$ cat config.mk
export PLATFORM = sky130hd
export DESIGN_NAME = heightmap_cell_triangulator_top
export DESIGN_NICKNAME = d
export VERILOG_FILES = /design/src/rtl/core/hct_pkg.sv /design/src/rtl/core/hct_ram.sv /design/src/rtl/core/hct_fifo.sv /design/src/rtl/core/hct_front.sv /design/src/rtl/core/hct_back.sv /design/src/rtl/core/heightmap_cell_triangulator_top.sv
export SDC_FILE = /design/constraint.sdc
export NUM_CORES = 2
export LEC_CHECK = 0
export BUFFER_PORTS_ARGS = -buffer_cell sky130_fd_sc_hd__buf_2
export CAP_MARGIN = 5
export CORE_ASPECT_RATIO = 1.5
export CORE_UTILIZATION = 55
export DETAILED_ROUTE_END_ITERATION = 8
export PLACE_DENSITY = 0.7
export SYNTH_ARGS = -nofsm -noshare
export SYNTH_HDL_FRONTEND = slang
export SYNTH_SLANG_ARGS = --single-unit
export TNS_END_PERCENT = 20
$ cat constraint.sdc
create_clock -name i_clk -period 8.68 [get_ports i_clk]
set_clock_uncertainty 0.1 [all_clocks]
set_input_delay 1.736 -clock i_clk [delete_from_list [all_inputs] [get_ports i_clk]]
set_output_delay 1.736 -clock i_clk [all_outputs]
set_load 0.01 [all_outputs]
$ cat src/rtl/core/hct_pkg.sv
// Shared constants, types and helper functions of the heightmap cell triangulator.
package hct_pkg;

    localparam int CHUNK_SIZE_DEF = 64;
    localparam int MAX_CELLS      = 64;
    localparam int LINE_DEPTH     = MAX_CELLS + 1;
    localparam int CQ_DEPTH_DEF   = 4;
    localparam int OQ_DEPTH_DEF   = 4;

    localparam int POS_W  = 7;
    localparam int SMP_W  = 8;
    localparam int HMAX_W = 12;
    localparam int Y_W    = 20;
    localparam int UV_W   = 17;
    localparam int K_W    = 3;

    localparam int UV_ONE = 65536;
    localparam int UV_EPS = 66;

    // Rounded division by 255 through a reciprocal: exact for all dividends below 2^21.
    localparam int          DIV_IN_W  = Y_W + 1;
    localparam int          RECIP_W   = 22;
    localparam int          PROD_W    = DIV_IN_W + RECIP_W;
    localparam int          RECIP_SH  = 29;
    localparam int          Q_W       = 13;
    localparam logic [RECIP_W-1:0]  RECIP_M   = 22'd2105377;
    localparam logic [DIV_IN_W-1:0] ROUND_OFS = 21'd127;

    localparam int CFG_IDX_W  = 2;
    localparam int CFG_DATA_W = HMAX_W;
    localparam logic [CFG_IDX_W-1:0] CFG_COLS = 2'd0;
    localparam logic [CFG_IDX_W-1:0] CFG_ROWS = 2'd1;
    localparam logic [CFG_IDX_W-1:0] CFG_HMAX = 2'd2;

    localparam logic [POS_W-1:0]  CELLS_RESET = 7'd64;
    localparam logic [POS_W-1:0]  CELLS_MAX   = 7'd64;
    localparam logic [POS_W-1:0]  CELLS_MIN   = 7'd1;
    localparam logic [HMAX_W-1:0] HMAX_RESET  = 12'd255;

    localparam logic [1:0] CORNER_TL = 2'd0;
    localparam logic [1:0] CORNER_TR = 2'd1;
    localparam logic [1:0] CORNER_BL = 2'd2;
    localparam logic [1:0] CORNER_BR = 2'd3;

    localparam logic [K_W-1:0] K_LAST = 3'd5;

    typedef struct packed {
        logic [POS_W-1:0]            cx;
        logic [POS_W-1:0]            cz;
        logic [3:0][SMP_W-1:0]       smp;
    } t_cell;

    typedef struct packed {
        logic [POS_W-1:0] pos_x;
        logic [Y_W-1:0]   pos_y;
        logic [POS_W-1:0] pos_z;
        logic [UV_W-1:0]  tex_u;
        logic [UV_W-1:0]  tex_v;
        logic [1:0]       corner;
        logic             last;
    } t_vtx;

    // Corner visited at each vertex step: two triangles 1,0,2 and 2,3,1.
    function automatic logic [1:0] corner_of(input logic [K_W-1:0] k);
        logic [1:0] c;
        unique case (k)
            3'd0:    c = CORNER_TR;
            3'd1:    c = CORNER_TL;
            3'd2:    c = CORNER_BL;
            3'd3:    c = CORNER_BL;
            3'd4:    c = CORNER_BR;
            default: c = CORNER_TR;
        endcase
        return c;
    endfunction

    function automatic logic [POS_W-1:0] clamp_cells(input logic [POS_W-1:0] v);
        logic [POS_W-1:0] r;
        if (v < CELLS_MIN) begin
            r = CELLS_MIN;
        end else if (v > CELLS_MAX) begin
            r = CELLS_MAX;
        end else begin
            r = v;
        end
        return r;
    endfunction

endpackage

$ cat src/rtl/core/hct_ram.sv
// Generic single-write, single-read RAM with registered read-first output.
module hct_ram #(
    parameter int WIDTH = 8,
    parameter int DEPTH = 65
) (
    input  logic                     i_clk,
    input  logic                     i_we,
    input  logic [$clog2(DEPTH)-1:0] i_waddr,
    input  logic [WIDTH-1:0]         i_wdata,
    input  logic                     i_re,
    input  logic [$clog2(DEPTH)-1:0] i_raddr,
    output logic [WIDTH-1:0]         o_rdata
);

    logic [WIDTH-1:0] r_mem [DEPTH];

    always_ff @(posedge i_clk) begin
        if (i_we) begin
            r_mem[i_waddr] <= i_wdata;
        end
        if (i_re) begin
            o_rdata <= r_mem[i_raddr];
        end
    end

endmodule

$ cat src/rtl/core/hct_fifo.sv
// Small register-based first-in first-out queue with occupancy count.
module hct_fifo #(
    parameter int WIDTH = 8,
    parameter int DEPTH = 4
) (
    input  logic                       i_clk,
    input  logic                       i_rst_n,
    input  logic                       i_push,
    input  logic [WIDTH-1:0]           i_wdata,
    input  logic                       i_pop,
    output logic [WIDTH-1:0]           o_rdata,
    output logic                       o_empty,
    output logic                       o_full,
    output logic [$clog2(DEPTH+1)-1:0] o_count
);

    localparam int PW = $clog2(DEPTH);
    localparam int CW = $clog2(DEPTH + 1);

    logic [WIDTH-1:0] r_data [DEPTH];
    logic [PW-1:0]    r_wp;
    logic [PW-1:0]    r_rp;
    logic [CW-1:0]    r_cnt;
    logic             w_push;
    logic             w_pop;

    assign o_empty = (r_cnt == '0);
    assign o_full  = (r_cnt == CW'(DEPTH));
    assign o_count = r_cnt;
    assign o_rdata = r_data[r_rp];
    assign w_push  = i_push & ~o_full;
    assign w_pop   = i_pop & ~o_empty;

    always_ff @(posedge i_clk) begin
        if (!i_rst_n) begin
            r_wp  <= '0;
            r_rp  <= '0;
            r_cnt <= '0;
        end else begin
            if (w_push) begin
                r_wp <= (r_wp == PW'(DEPTH - 1)) ? '0 : r_wp + 1'b1;
            end
            if (w_pop) begin
                r_rp <= (r_rp == PW'(DEPTH - 1)) ? '0 : r_rp + 1'b1;
            end
            if (w_push && !w_pop) begin
                r_cnt <= r_cnt + 1'b1;
            end else if (w_pop && !w_push) begin
                r_cnt <= r_cnt - 1'b1;
            end
        end
    end

    always_ff @(posedge i_clk) begin
        if (w_push) begin
            r_data[r_wp] <= i_wdata;
        end
    end

endmodule

$ cat src/rtl/core/hct_front.sv
// Front end: sample counters, line store and assembly of the four corner samples of a cell.
module hct_front import hct_pkg::*; (
    input  logic             i_clk,
    input  logic             i_rst_n,
    input  logic             i_push,
    output logic             o_full,
    input  logic [SMP_W-1:0] i_height_sample,
    input  logic             i_first,
    input  logic [POS_W-1:0] i_cols,
    input  logic [POS_W-1:0] i_rows,
    input  logic             i_cq_full,
    output logic             o_cq_push,
    output t_cell            o_cell
);

    logic                  w_acc;
    logic [POS_W-1:0]      w_col;
    logic [POS_W-1:0]      w_row;
    logic [POS_W-1:0]      w_cols;
    logic [POS_W-1:0]      w_rows;
    logic [POS_W-1:0]      r_col;
    logic [POS_W-1:0]      r_row;
    logic [POS_W-1:0]      n_col;
    logic [POS_W-1:0]      n_row;
    logic [LINE_DEPTH-1:0] r_vld;

    logic                  r_b_vld;
    logic [SMP_W-1:0]      r_b_s;
    logic [POS_W-1:0]      r_b_col;
    logic [POS_W-1:0]      r_b_row;
    logic                  r_b_upv;
    logic [SMP_W-1:0]      r_left;
    logic [SMP_W-1:0]      r_upl;
    logic [SMP_W-1:0]      w_rdata;
    logic [SMP_W-1:0]      w_upper;
    logic                  w_cell;
    logic                  w_b_go;

    assign w_acc  = i_push & ~o_full;
    assign w_col  = i_first ? '0 : r_col;
    assign w_row  = i_first ? '0 : r_row;
    assign w_cols = clamp_cells(i_cols);
    assign w_rows = clamp_cells(i_rows);

    always_comb begin
        if (w_col >= w_cols) begin
            n_col = '0;
            n_row = (w_row >= w_rows) ? '0 : w_row + 1'b1;
        end else begin
            n_col = w_col + 1'b1;
            n_row = w_row;
        end
    end

    // The line store is read and overwritten at the same column on the same edge.
    hct_ram #(
        .WIDTH (SMP_W),
        .DEPTH (LINE_DEPTH)
    ) u_line (
        .i_clk   (i_clk),
        .i_we    (w_acc),
        .i_waddr (w_col),
        .i_wdata (i_height_sample),
        .i_re    (w_acc),
        .i_raddr (w_col),
        .o_rdata (w_rdata)
    );

    assign w_upper   = r_b_upv ? w_rdata : '0;
    assign w_cell    = (r_b_col != '0) && (r_b_row != '0);
    assign w_b_go    = ~r_b_vld | ~w_cell | ~i_cq_full;
    assign o_full    = ~w_b_go;
    assign o_cq_push = r_b_vld & w_cell & ~i_cq_full;

    always_comb begin
        o_cell                = '0;
        o_cell.cx             = r_b_col - 1'b1;
        o_cell.cz             = r_b_row - 1'b1;
        o_cell.smp[CORNER_TL] = r_upl;
        o_cell.smp[CORNER_TR] = w_upper;
        o_cell.smp[CORNER_BL] = r_left;
        o_cell.smp[CORNER_BR] = r_b_s;
    end

    always_ff @(posedge i_clk) begin
        if (!i_rst_n) begin
            r_col   <= '0;
            r_row   <= '0;
            r_vld   <= '0;
            r_b_vld <= 1'b0;
            r_left  <= '0;
            r_upl   <= '0;
        end else begin
            if (w_acc) begin
                r_col        <= n_col;
                r_row        <= n_row;
                r_vld[w_col] <= 1'b1;
            end
            if (w_b_go) begin
                r_b_vld <= w_acc;
            end
            if (r_b_vld && w_b_go) begin
                r_left <= r_b_s;
                r_upl  <= w_upper;
            end
        end
    end

    always_ff @(posedge i_clk) begin
        if (w_acc) begin
            r_b_s   <= i_height_sample;
            r_b_col <= w_col;
            r_b_row <= w_row;
            r_b_upv <= r_vld[w_col];
        end
    end

endmodule

$ cat src/rtl/core/hct_back.sv
// Back end: walks each cell through its six vertices and computes height and texture per vertex.
module hct_back import hct_pkg::*; #(
    parameter int CHUNK_SIZE = CHUNK_SIZE_DEF,
    parameter int OQ_DEPTH   = OQ_DEPTH_DEF
) (
    input  logic                          i_clk,
    input  logic                          i_rst_n,
    input  logic                          i_cq_empty,
    input  t_cell                         i_cell,
    output logic                          o_cq_pop,
    input  logic [HMAX_W-1:0]             i_hmax,
    input  logic [$clog2(OQ_DEPTH+1)-1:0] i_oq_count,
    output logic                          o_oq_push,
    output t_vtx                          o_oq_vtx
);

    localparam int CW = $clog2(OQ_DEPTH + 1) + 1;

    logic [UV_W-1:0] w_tex_near [LINE_DEPTH];
    logic [UV_W-1:0] w_tex_far  [LINE_DEPTH];

    // Texture coordinate per grid line, pulled inward by epsilon and saturated.
    for (genvar g = 0; g < LINE_DEPTH; g++) begin : g_tex
        localparam int unsigned TB = (g * UV_ONE + CHUNK_SIZE / 2) / CHUNK_SIZE;
        localparam int unsigned TN = (TB + UV_EPS > UV_ONE) ? UV_ONE : TB + UV_EPS;
        localparam int unsigned TF = (TB < UV_EPS) ? 0 :
                                     ((TB - UV_EPS > UV_ONE) ? UV_ONE : TB - UV_EPS);
        assign w_tex_near[g] = UV_W'(TN);
        assign w_tex_far[g]  = UV_W'(TF);
    end

    logic [K_W-1:0]      r_k;
    logic [CW-1:0]       w_inflight;
    logic                w_issue;
    logic [1:0]          w_c;
    logic [POS_W-1:0]    w_px;
    logic [POS_W-1:0]    w_pz;
    logic [SMP_W-1:0]    w_smp;
    t_vtx                w_vtx;

    logic                r_s1_vld;
    t_vtx                r_s1_vtx;
    logic [DIV_IN_W-1:0] w_y;
    logic [PROD_W-1:0]   w_prod;
    logic                r_s2_vld;
    t_vtx                r_s2_vtx;
    logic [Q_W-1:0]      r_s2_q;

    // Only issue a vertex when the result queue is sure to have room for it.
    assign w_inflight = CW'(i_oq_count) + CW'(r_s1_vld) + CW'(r_s2_vld);
    assign w_issue    = ~i_cq_empty && (w_inflight < CW'(OQ_DEPTH));
    assign o_cq_pop   = w_issue && (r_k == K_LAST);

    assign w_c   = corner_of(r_k);
    assign w_px  = i_cell.cx + POS_W'(w_c[0]);
    assign w_pz  = i_cell.cz + POS_W'(w_c[1]);
    assign w_smp = i_cell.smp[w_c];

    always_comb begin
        w_vtx        = '0;
        w_vtx.pos_x  = w_px;
        w_vtx.pos_z  = w_pz;
        w_vtx.pos_y  = Y_W'(w_smp) * Y_W'(i_hmax);
        w_vtx.tex_u  = w_c[0] ? w_tex_far[w_px] : w_tex_near[w_px];
        w_vtx.tex_v  = w_c[1] ? w_tex_far[w_pz] : w_tex_near[w_pz];
        w_vtx.corner = w_c;
        w_vtx.last   = (r_k == K_LAST);
    end

    // Height = p + floor((p + 127) / 255), where p = sample * height_max.
    assign w_y    = DIV_IN_W'(r_s1_vtx.pos_y) + ROUND_OFS;
    assign w_prod = PROD_W'(w_y) * PROD_W'(RECIP_M);

    always_ff @(posedge i_clk) begin
        if (!i_rst_n) begin
            r_k      <= '0;
            r_s1_vld <= 1'b0;
            r_s2_vld <= 1'b0;
        end else begin
            if (w_issue) begin
                r_k <= (r_k == K_LAST) ? '0 : r_k + 1'b1;
            end
            r_s1_vld <= w_issue;
            r_s2_vld <= r_s1_vld;
        end
    end

    always_ff @(posedge i_clk) begin
        r_s1_vtx <= w_vtx;
        r_s2_vtx <= r_s1_vtx;
        r_s2_q   <= w_prod[RECIP_SH +: Q_W];
    end

    assign o_oq_push = r_s2_vld;

    always_comb begin
        o_oq_vtx       = r_s2_vtx;
        o_oq_vtx.pos_y = r_s2_vtx.pos_y + Y_W'(r_s2_q);
    end

endmodule

$ cat src/rtl/core/heightmap_cell_triangulator_top.sv
// Top level of the heightmap cell triangulator: configuration registers and the two queues.
//
// Usage. Heightmap samples of one chunk enter in raster order on a queue-like
// input: a word is taken at a clock edge where push is high and full is low.
// Setting i_first on a word restarts the column and row counters at the
// chunk's top-left corner. Every sample that closes a grid cell yields six
// vertex words (two triangles, corners 1,0,2,2,3,1); edge samples yield none.
// Vertex words leave through a queue-like output: the oldest word sits on the
// o_ ports while empty is low and is taken at an edge where pop is high.
// Configuration (cells across, cells down, maximum height) is written through
// its own valid/ready channel, which is always ready; write it only while the
// block is idle.
// The front end takes a sample every cycle while full is low; the back end
// issues one vertex per cycle, while the result queue has room, through a
// two-stage multiply pipeline, so a run of cell-closing samples is paced by
// the six vertices that each of them yields.
// When pop stays low the result queue fills, vertex issue halts, the queue of
// cells between front and back fills and full rises; nothing is dropped.
// Synchronous reset clears the counters, the line store's valid bits, the
// neighbour samples and both queues, and restores the configuration defaults.
module heightmap_cell_triangulator_top import hct_pkg::*; #(
    parameter int CHUNK_SIZE = CHUNK_SIZE_DEF,
    parameter int CQ_DEPTH   = CQ_DEPTH_DEF,
    parameter int OQ_DEPTH   = OQ_DEPTH_DEF
) (
    input  logic                  i_clk,
    input  logic                  i_rst_n,

    input  logic                  push,
    output logic                  full,
    input  logic [SMP_W-1:0]      i_height_sample,
    input  logic                  i_first,

    output logic                  empty,
    input  logic                  pop,
    output logic [POS_W-1:0]      o_pos_x,
    output logic [Y_W-1:0]        o_pos_y,
    output logic [POS_W-1:0]      o_pos_z,
    output logic [UV_W-1:0]       o_tex_u,
    output logic [UV_W-1:0]       o_tex_v,
    output logic [1:0]            o_corner,
    output logic                  o_last,

    input  logic                  i_cfg_valid,
    output logic                  o_cfg_ready,
    input  logic [CFG_IDX_W-1:0]  i_cfg_index,
    input  logic [CFG_DATA_W-1:0] i_cfg_data
);

    logic [POS_W-1:0]  r_cols;
    logic [POS_W-1:0]  r_rows;
    logic [HMAX_W-1:0] r_hmax;

    assign o_cfg_ready = 1'b1;

    // Registers beyond the list are ignored.
    always_ff @(posedge i_clk) begin
        if (!i_rst_n) begin
            r_cols <= CELLS_RESET;
            r_rows <= CELLS_RESET;
            r_hmax <= HMAX_RESET;
        end else if (i_cfg_valid && o_cfg_ready) begin
            unique case (i_cfg_index)
                CFG_COLS: r_cols <= i_cfg_data[POS_W-1:0];
                CFG_ROWS: r_rows <= i_cfg_data[POS_W-1:0];
                CFG_HMAX: r_hmax <= i_cfg_data[HMAX_W-1:0];
                default:  ;
            endcase
        end
    end

    logic                          w_cq_push;
    logic                          w_cq_full;
    logic                          w_cq_empty;
    logic                          w_cq_pop;
    t_cell                         w_cell_in;
    t_cell                         w_cell_out;
    logic [$clog2(CQ_DEPTH+1)-1:0] w_cq_count;

    logic                          w_oq_push;
    t_vtx                          w_vtx_in;
    t_vtx                          w_vtx_out;
    logic                          w_oq_full;
    logic [$clog2(OQ_DEPTH+1)-1:0] w_oq_count;

    hct_front u_front (
        .i_clk           (i_clk),
        .i_rst_n         (i_rst_n),
        .i_push          (push),
        .o_full          (full),
        .i_height_sample (i_height_sample),
        .i_first         (i_first),
        .i_cols          (r_cols),
        .i_rows          (r_rows),
        .i_cq_full       (w_cq_full),
        .o_cq_push       (w_cq_push),
        .o_cell          (w_cell_in)
    );

    hct_fifo #(
        .WIDTH ($bits(t_cell)),
        .DEPTH (CQ_DEPTH)
    ) u_cell_q (
        .i_clk   (i_clk),
        .i_rst_n (i_rst_n),
        .i_push  (w_cq_push),
        .i_wdata (w_cell_in),
        .i_pop   (w_cq_pop),
        .o_rdata (w_cell_out),
        .o_empty (w_cq_empty),
        .o_full  (w_cq_full),
        .o_count (w_cq_count)
    );

    hct_back #(
        .CHUNK_SIZE (CHUNK_SIZE),
        .OQ_DEPTH   (OQ_DEPTH)
    ) u_back (
        .i_clk      (i_clk),
        .i_rst_n    (i_rst_n),
        .i_cq_empty (w_cq_empty),
        .i_cell     (w_cell_out),
        .o_cq_pop   (w_cq_pop),
        .i_hmax     (r_hmax),
        .i_oq_count (w_oq_count),
        .o_oq_push  (w_oq_push),
        .o_oq_vtx   (w_vtx_in)
    );

    // The back end only issues against free slots, so the result queue never overflows.
    hct_fifo #(
        .WIDTH ($bits(t_vtx)),
        .DEPTH (OQ_DEPTH)
    ) u_out_q (
        .i_clk   (i_clk),
        .i_rst_n (i_rst_n),
        .i_push  (w_oq_push),
        .i_wdata (w_vtx_in),
        .i_pop   (pop),
        .o_rdata (w_vtx_out),
        .o_empty (empty),
        .o_full  (w_oq_full),
        .o_count (w_oq_count)
    );

    assign o_pos_x  = w_vtx_out.pos_x;
    assign o_pos_y  = w_vtx_out.pos_y;
    assign o_pos_z  = w_vtx_out.pos_z;
    assign o_tex_u  = w_vtx_out.tex_u;
    assign o_tex_v  = w_vtx_out.tex_v;
    assign o_corner = w_vtx_out.corner;
    assign o_last   = w_vtx_out.last;

endmodule

Word-level counts from Yosys, hierarchy flattened

Memory sizes are Yosys's and may differ from the RTL's. A register that Yosys moved wholly into a read port is not among the register bits.
Index checks and enable logic that the tools add are counted.
Widths: inputs -> output; s select.

$lt $le $gt $ge: 12
Bitwise operators: 19
Add/sub/neg operators: 19
Muxes and demuxes: 46
Reductions and logical operators: 24
Equal/unequal tests: 13
Multipliers: 2

Operators by type and width:

| cell                   | count |
|---|---|
| $mux 17                | 10 |
| $or 65x65->65          | 1 |
| $mux 7                 | 9 |
| $mul 21x22->42 const B | 1 |
| $add 20x7->21 const B  | 1 |
| $add 20x13->20         | 1 |
| $mul 8x12->20          | 1 |
| $bmux 8 s2             | 1 |
| $ge 8x8->1 const B     | 2 |
| $mux 2                 | 8 |
| $mux 8                 | 2 |
| $not 7->8              | 2 |
| $mux 3                 | 5 |
| $add 7x1->7            | 2 |
| $add 7x1->7 const B    | 2 |
| $ge 7x7->1             | 2 |
| $gt 7x7->1 const B     | 2 |
| $lt 7x1->1 const B     | 2 |
| $reduce_bool 7->1      | 2 |
| $sub 7x1->7 const B    | 2 |
| $eq 3x3->1 const B     | 4 |
| $eq 2x2->1 const B     | 5 |
| $add 3x1->3 const B    | 3 |
| $logic_and 1x1->1      | 9 |
| other kinds (24)       | 56 |

Bits in writable memories: 988
Output and inout port bits: 74
ROM bits: 8704
Memories kept: 7
Register bits: 319
Word-level logic and storage cells: 179

Memories:

| name                 | depth | bits a word | read ports | clocked after Yosys merged registers in | write ports | RTL line       | text |
|---|---|---|---|---|---|---|---|
| (name not given)     | 128   | 17          | 1          | 0                                       | 0           | hct_back.sv:65 | `w_vtx.tex_v = w_c[1] ? w_tex_far[w_pz] : w_tex_near[w_pz];` |
| (name not given)     | 128   | 17          | 1          | 0                                       | 0           | hct_back.sv:65 |  |
| (name not given)     | 128   | 17          | 1          | 0                                       | 0           | hct_back.sv:64 | `w_vtx.tex_u = w_c[0] ? w_tex_far[w_px] : w_tex_near[w_px];` |
| (name not given)     | 128   | 17          | 1          | 0                                       | 0           | hct_back.sv:64 |  |
| u_front.u_line.r_mem | 65    | 8           | 1          | 1                                       | 1           | hct_ram.sv:15  | `logic [WIDTH-1:0] r_mem [DEPTH];` |
| u_out_q.r_data       | 4     | 71          | 1          | 1                                       | 1           | hct_fifo.sv:20 | `logic [WIDTH-1:0] r_data [DEPTH];` |
| 1 more memories      | n/a   | n/a         | n/a        | n/a                                     | n/a         | n/a            |  |

Longest topological paths before layout

Word-level depth: 9
Mapped depth: 28
Depth with buffers taken out: 27

Modules after synthesis

From an unflattened synthesis, not the netlist that was laid out.

Cell total of the unflattened synthesis: 3570
Area total of the unflattened synthesis: 56017.5 sq um

By module, submodules not included:

| module                          | cells each | times used | seq. area each (sq um) | area each (sq um) |
|---|---|---|---|---|
| hct_ram                         | 944        | 1          | 15855.2                | 20519.7 |
| hct_fifo at u_out_q             | 422        | 1          | 8708.4                 | 10801.6 |
| hct_back                        | 1161       | 1          | 2642.5                 | 10767.8 |
| hct_fifo at u_cell_q            | 291        | 1          | 5705.5                 | 7180.6 |
| hct_front                       | 641        | 1          | 2612.5                 | 5666.7 |
| heightmap_cell_triangulator_top | 111        | 1          | 520.5                  | 1081.0 |

Worst setup path before layout

Ideal clock, no wire load.

Path type: register to register
From: register u_back.r_k[1]
To: register u_back.r_s1_vtx[63] in the netlist's numbering
Setup time: 0.072 ns
Period minus slack after synthesis: 6.265 ns
Arrival: 6.092 ns
Data required time: 8.508 ns
Cell stages (with the launch flop): 28
Slack: 2.415 ns
Path through: dfxtp_1 -> and2_1 -> ha_1 -> nor2b_1 -> o32a_1 -> inv_2 -> buf_4 -> mux4_2 -> mux2i_1 -> a21oi_1 -> buf_2 -> and2_1 -> fa_1 -> inv_1 -> fa_1 -> inv_1 -> fa_1 -> inv_1 -> fa_1 -> inv_1 -> ha_1 -> a21boi_1 -> o211ai_1 -> a21oi_1 -> o31ai_1 -> o2111ai_1 -> a21oi_1 -> xnor2_1

RTL lines:

| what                   | RTL line       | text |
|---|---|---|
| start, declared        | hct_back.sv:32 | `logic [K_W-1:0] r_k;` |
| start signal, assigned | hct_back.sv:81 | `r_k <= (r_k == K_LAST) ? '0 : r_k + 1'b1;` |
| end signal, assigned   | hct_back.sv:89 | `r_s1_vtx <= w_vtx;` |
| end, declared          | hct_back.sv:42 | `t_vtx r_s1_vtx;` |

==> results.toml <==
[route]
drtIter0Drc = 2478
wl_per_cell_um = 23.5
drc_errors = 0
dr_total_vias = 30000
ant_nets = 0
dr.pass1.iters = 8
viasPerCell = 5.94
wirelength_um = 118000

[grt]
grt-ovfl-total = 0
first_global_vias = 30600
antenna_found_initial = 2
grt_start_max_net_pins = 85
track_usage = 0.248
grt_pass1_wl_um = 179000

[placed_design]
dp_hpwl_um = 76600
place.gp.congestion = 0.901
pre_cts_ws_ns = 1.09
port_buffers = 98

[clock_network]
htreeDepth = 3
cts_max_path_buffers = 3
ctsHoldBuffers = 0
clockRootBuffer = "clkbuf_16"
numCtsBuffers = 110
clk_latency_ns = 0.73
clk_pin_slew_ns = 0.06
clock_sinks = 1235
postCtsSetupRepairBufs = 0
cts_tree = "built"
cts_resized = 0

[yosys]
syn_inst = 3575
synthFlopType = "edfxtp_1"
yosysWarnings = 0
synth_area_sq_mm = 0.0524
yosysTopAreaCell = "edfxtp_1"
synth.area.top_cells = "edfxtp_1, dfxtp_1, ha_1"
synth_most_common_cell = "edfxtp_1"
synthArstFlopShare = 0
synth_top_cell_area_share = 0.552
ys_ff_latch = 1235
synth_edf_count = 963
yosys-top-cells-count = "edfxtp_1, dfxtp_1, nand2_1"
seq_area_frac_synth = 0.656
synth_area_per_cell_sq_um = 14.7
yosysUniqueCellTypes = 88

[worst_setup_path]
crit_path_end_kind = "flop"
cp.required_ns = 9.20
criticalPathCategory = "reg2reg"
critical_path.startpoint = "u_back.r_k[1]$_SDFFE_PN0P_"
worst_r2r_endpoint = "u_back.r_s1_vtx[63]$_DFF_P_"
critPathLaunchType = "flop"
r2r_setup_slack_ns = 1.18
cp_max_fo = 28
crit_end = "u_back.r_s1_vtx[63]$_DFF_P_"
rr_worst_depth = 24
r2r-start = "u_back.r_k[1]$_SDFFE_PN0P_"
cp_data_arrival_time_ns = 8.02

[finish]
ff_latch_area_sq_mm = 0.0344
multi_input_area_sq_mm = 0.0166
drive_above_1_share = 0.139
antenna_cells = 0
syn2layout_area_growth_pct = 10.8
nets = 4008
fillCellCount = 7088

[power]
irDropWorstVdd_mv = 0.758
p_leak_nw = 20.7
pwr_density_cell_mw_per_mm2 = 356
finalPower_mw = 20.7

[sta]
fin_setup_tns_ns = 0
setup_viol = 0
fin_ws_ns = 1.18
finalHoldViolCount = 0
timing.final.crit_share = 0.864
worstMarginPinSlew_ns = 1.18
fmax_ghz = 0.133
rsz0062_at_grt = "no"
slew_viol_final = 0
fin_crit_ns = 7.50
relSlewSlack = 0.208

[floorplan]
core.rowCount = 138
chipHeight_um = 380
initial_core_util = 0.555
die_x_um = 254
dieArea_sq_mm = 0.0965
coreArea_sq_mm = 0.0944
ios = 102

[job]
max-cap-violations = 0

[worst_hold_path]
hp-start = "u_back.r_s1_vtx[34]$_DFF_P_"
min_path_type = "reg2reg"

[status]
outcome = "complete, no violations"
[per-stage QoR]
step / utilization / instances / area, sq um / hold WS, ns
floorplan: - / 3576 / 52400 / 0.210
global placement: 0.574 / 4833 / 54200 / 0.211
detailed placement: 0.574 / 4833 / 54200 / 0.213
CTS: 0.615 / 5042 / 58100 / 0.224
global route: 0.615 / 5042 / 58100 / 0.233
finish: 0.615 / 5042 / 58100 / 0.225
[cell type report]
class                      instances  area share
clock inverter                    66      0.0128
timing repair buffer             159      0.0166
multi-input combinational       1993       0.286
sequential                      1235       0.592
tap                             1260      0.0272
inverter                         186      0.0120
clock buffer                     143      0.0531
[power breakdown]
group | internal, mW | total, mW | switching [mW]
clock | 2.86 | 5.05 | 2.19
sequential | 6.99 | 7.23 | 0.239
combinational | 3.73 | 8.37 | 4.64
total | 13.6 | 20.7 | 7.07
[worst max-delay path, stage by stage (launching register included)]
cell and delay [ns]:
dfxtp_1 0.37, and2_1 0.20, ha_1 0.21, nor2b_1 0.14, o32a_1 0.48, inv_2 0.52, mux4_2 0.30, mux2i_1 0.07
a21oi_1 0.72, nand2_1 0.18, fa_1 0.55, fa_1 0.54, inv_1 0.05, fa_1 0.52, inv_1 0.05, fa_1 0.53
inv_1 0.04, ha_1 0.33, a21boi_1 0.17, o211ai_1 0.22, a21oi_1 0.13, o31ai_1 0.47, o2111ai_1 0.18, a21oi_1 0.19
xnor2_1 0.13
[layer usage]
layer | share of wire | vias to the layer above | global-route usage
met3 | 0.061 | 309 | 0.0358
met2 | 0.53 | 1110 | 0.453
li1 | - | 13600 | -
met4 | 0.052 | 2 | 0.134
met5 | 0.000093 | - | 0
met1 | 0.35 | 14900 | 0.276
[flip-flops by register name, indices dropped and copies added, names as in the netlist, 8 cells and up, named ones only]
register,count
u_front.r_left,8
u_front.r_b_s,8
u_back.o_oq_vtx,37
u_back.r_s2_q,13
u_front.u_line.o_rdata,8
u_front.r_upl,8
u_out_q.r_data,228
r_hmax,12
u_back.r_s2_vtx,20
u_cell_q.r_data,184
u_front.r_vld,65
u_back.r_s1_vtx,57
u_front.u_line.r_mem,520
[cell usage in the layout (no fill, tap or decap), drive strengths merged, types with 32 or more instances in the layout]
| cell | Yosys | layout |
|---|---|---|
| o21ai | 60 | 60 |
| xor2 | 37 | 37 |
| dfxtp | 272 | 272 |
| a221oi | 50 | 50 |
| nand3 | 61 | 61 |
| edfxtp | 963 | 963 |
| buf | 95 | 159 |
| inv | 182 | 191 |
| ha | 218 | 218 |
| nand2 | 276 | 276 |
| o21a | 60 | 60 |
| mux4 | 106 | 106 |
| fa | 77 | 77 |
| xnor2 | 50 | 50 |
| a21oi | 160 | 160 |
| clkbuf | 67 | 143 |
| nor2 | 216 | 216 |
| mux2i | 87 | 87 |
| a22oi | 85 | 85 |
| nor3 | 32 | 32 |
| clkinv | 4 | 43 |
| and2 | 107 | 107 |
[how the worst min path moves through the flow]
stage / slack (ns) / cells past startpoint / to
6_report: 0.22 / 0 / u_back.o_oq_vtx[34]$_DFF_P_
5_1_grt: 0.23 / 0 / u_back.o_oq_vtx[65]$_DFF_P_
4_1_cts: 0.22 / 0 / u_back.o_oq_vtx[34]$_DFF_P_
3_5_place_dp: 0.21 / 0 / u_back.o_oq_vtx[34]$_DFF_P_
3_3_place_gp: 0.21 / 0 / u_back.o_oq_vtx[18]$_DFF_P_
2_1_floorplan: 0.21 / 0 / u_back.o_oq_vtx[0]$_DFF_P_
[cell families after synthesis]
kind of cell / count (synthesis) / share of synthesized area
buf+inv: 348 / 0.0284
fa+ha+maj: 295 / 0.0815
flops: 1235 / 0.656
simple gates: 790 / 0.0715
mux: 217 / 0.0674
xor+xnor: 87 / 0.0159
compound gates: 601 / 0.0794
other cells: 2 / 0.000143
(Power assumes the default switching activity.)
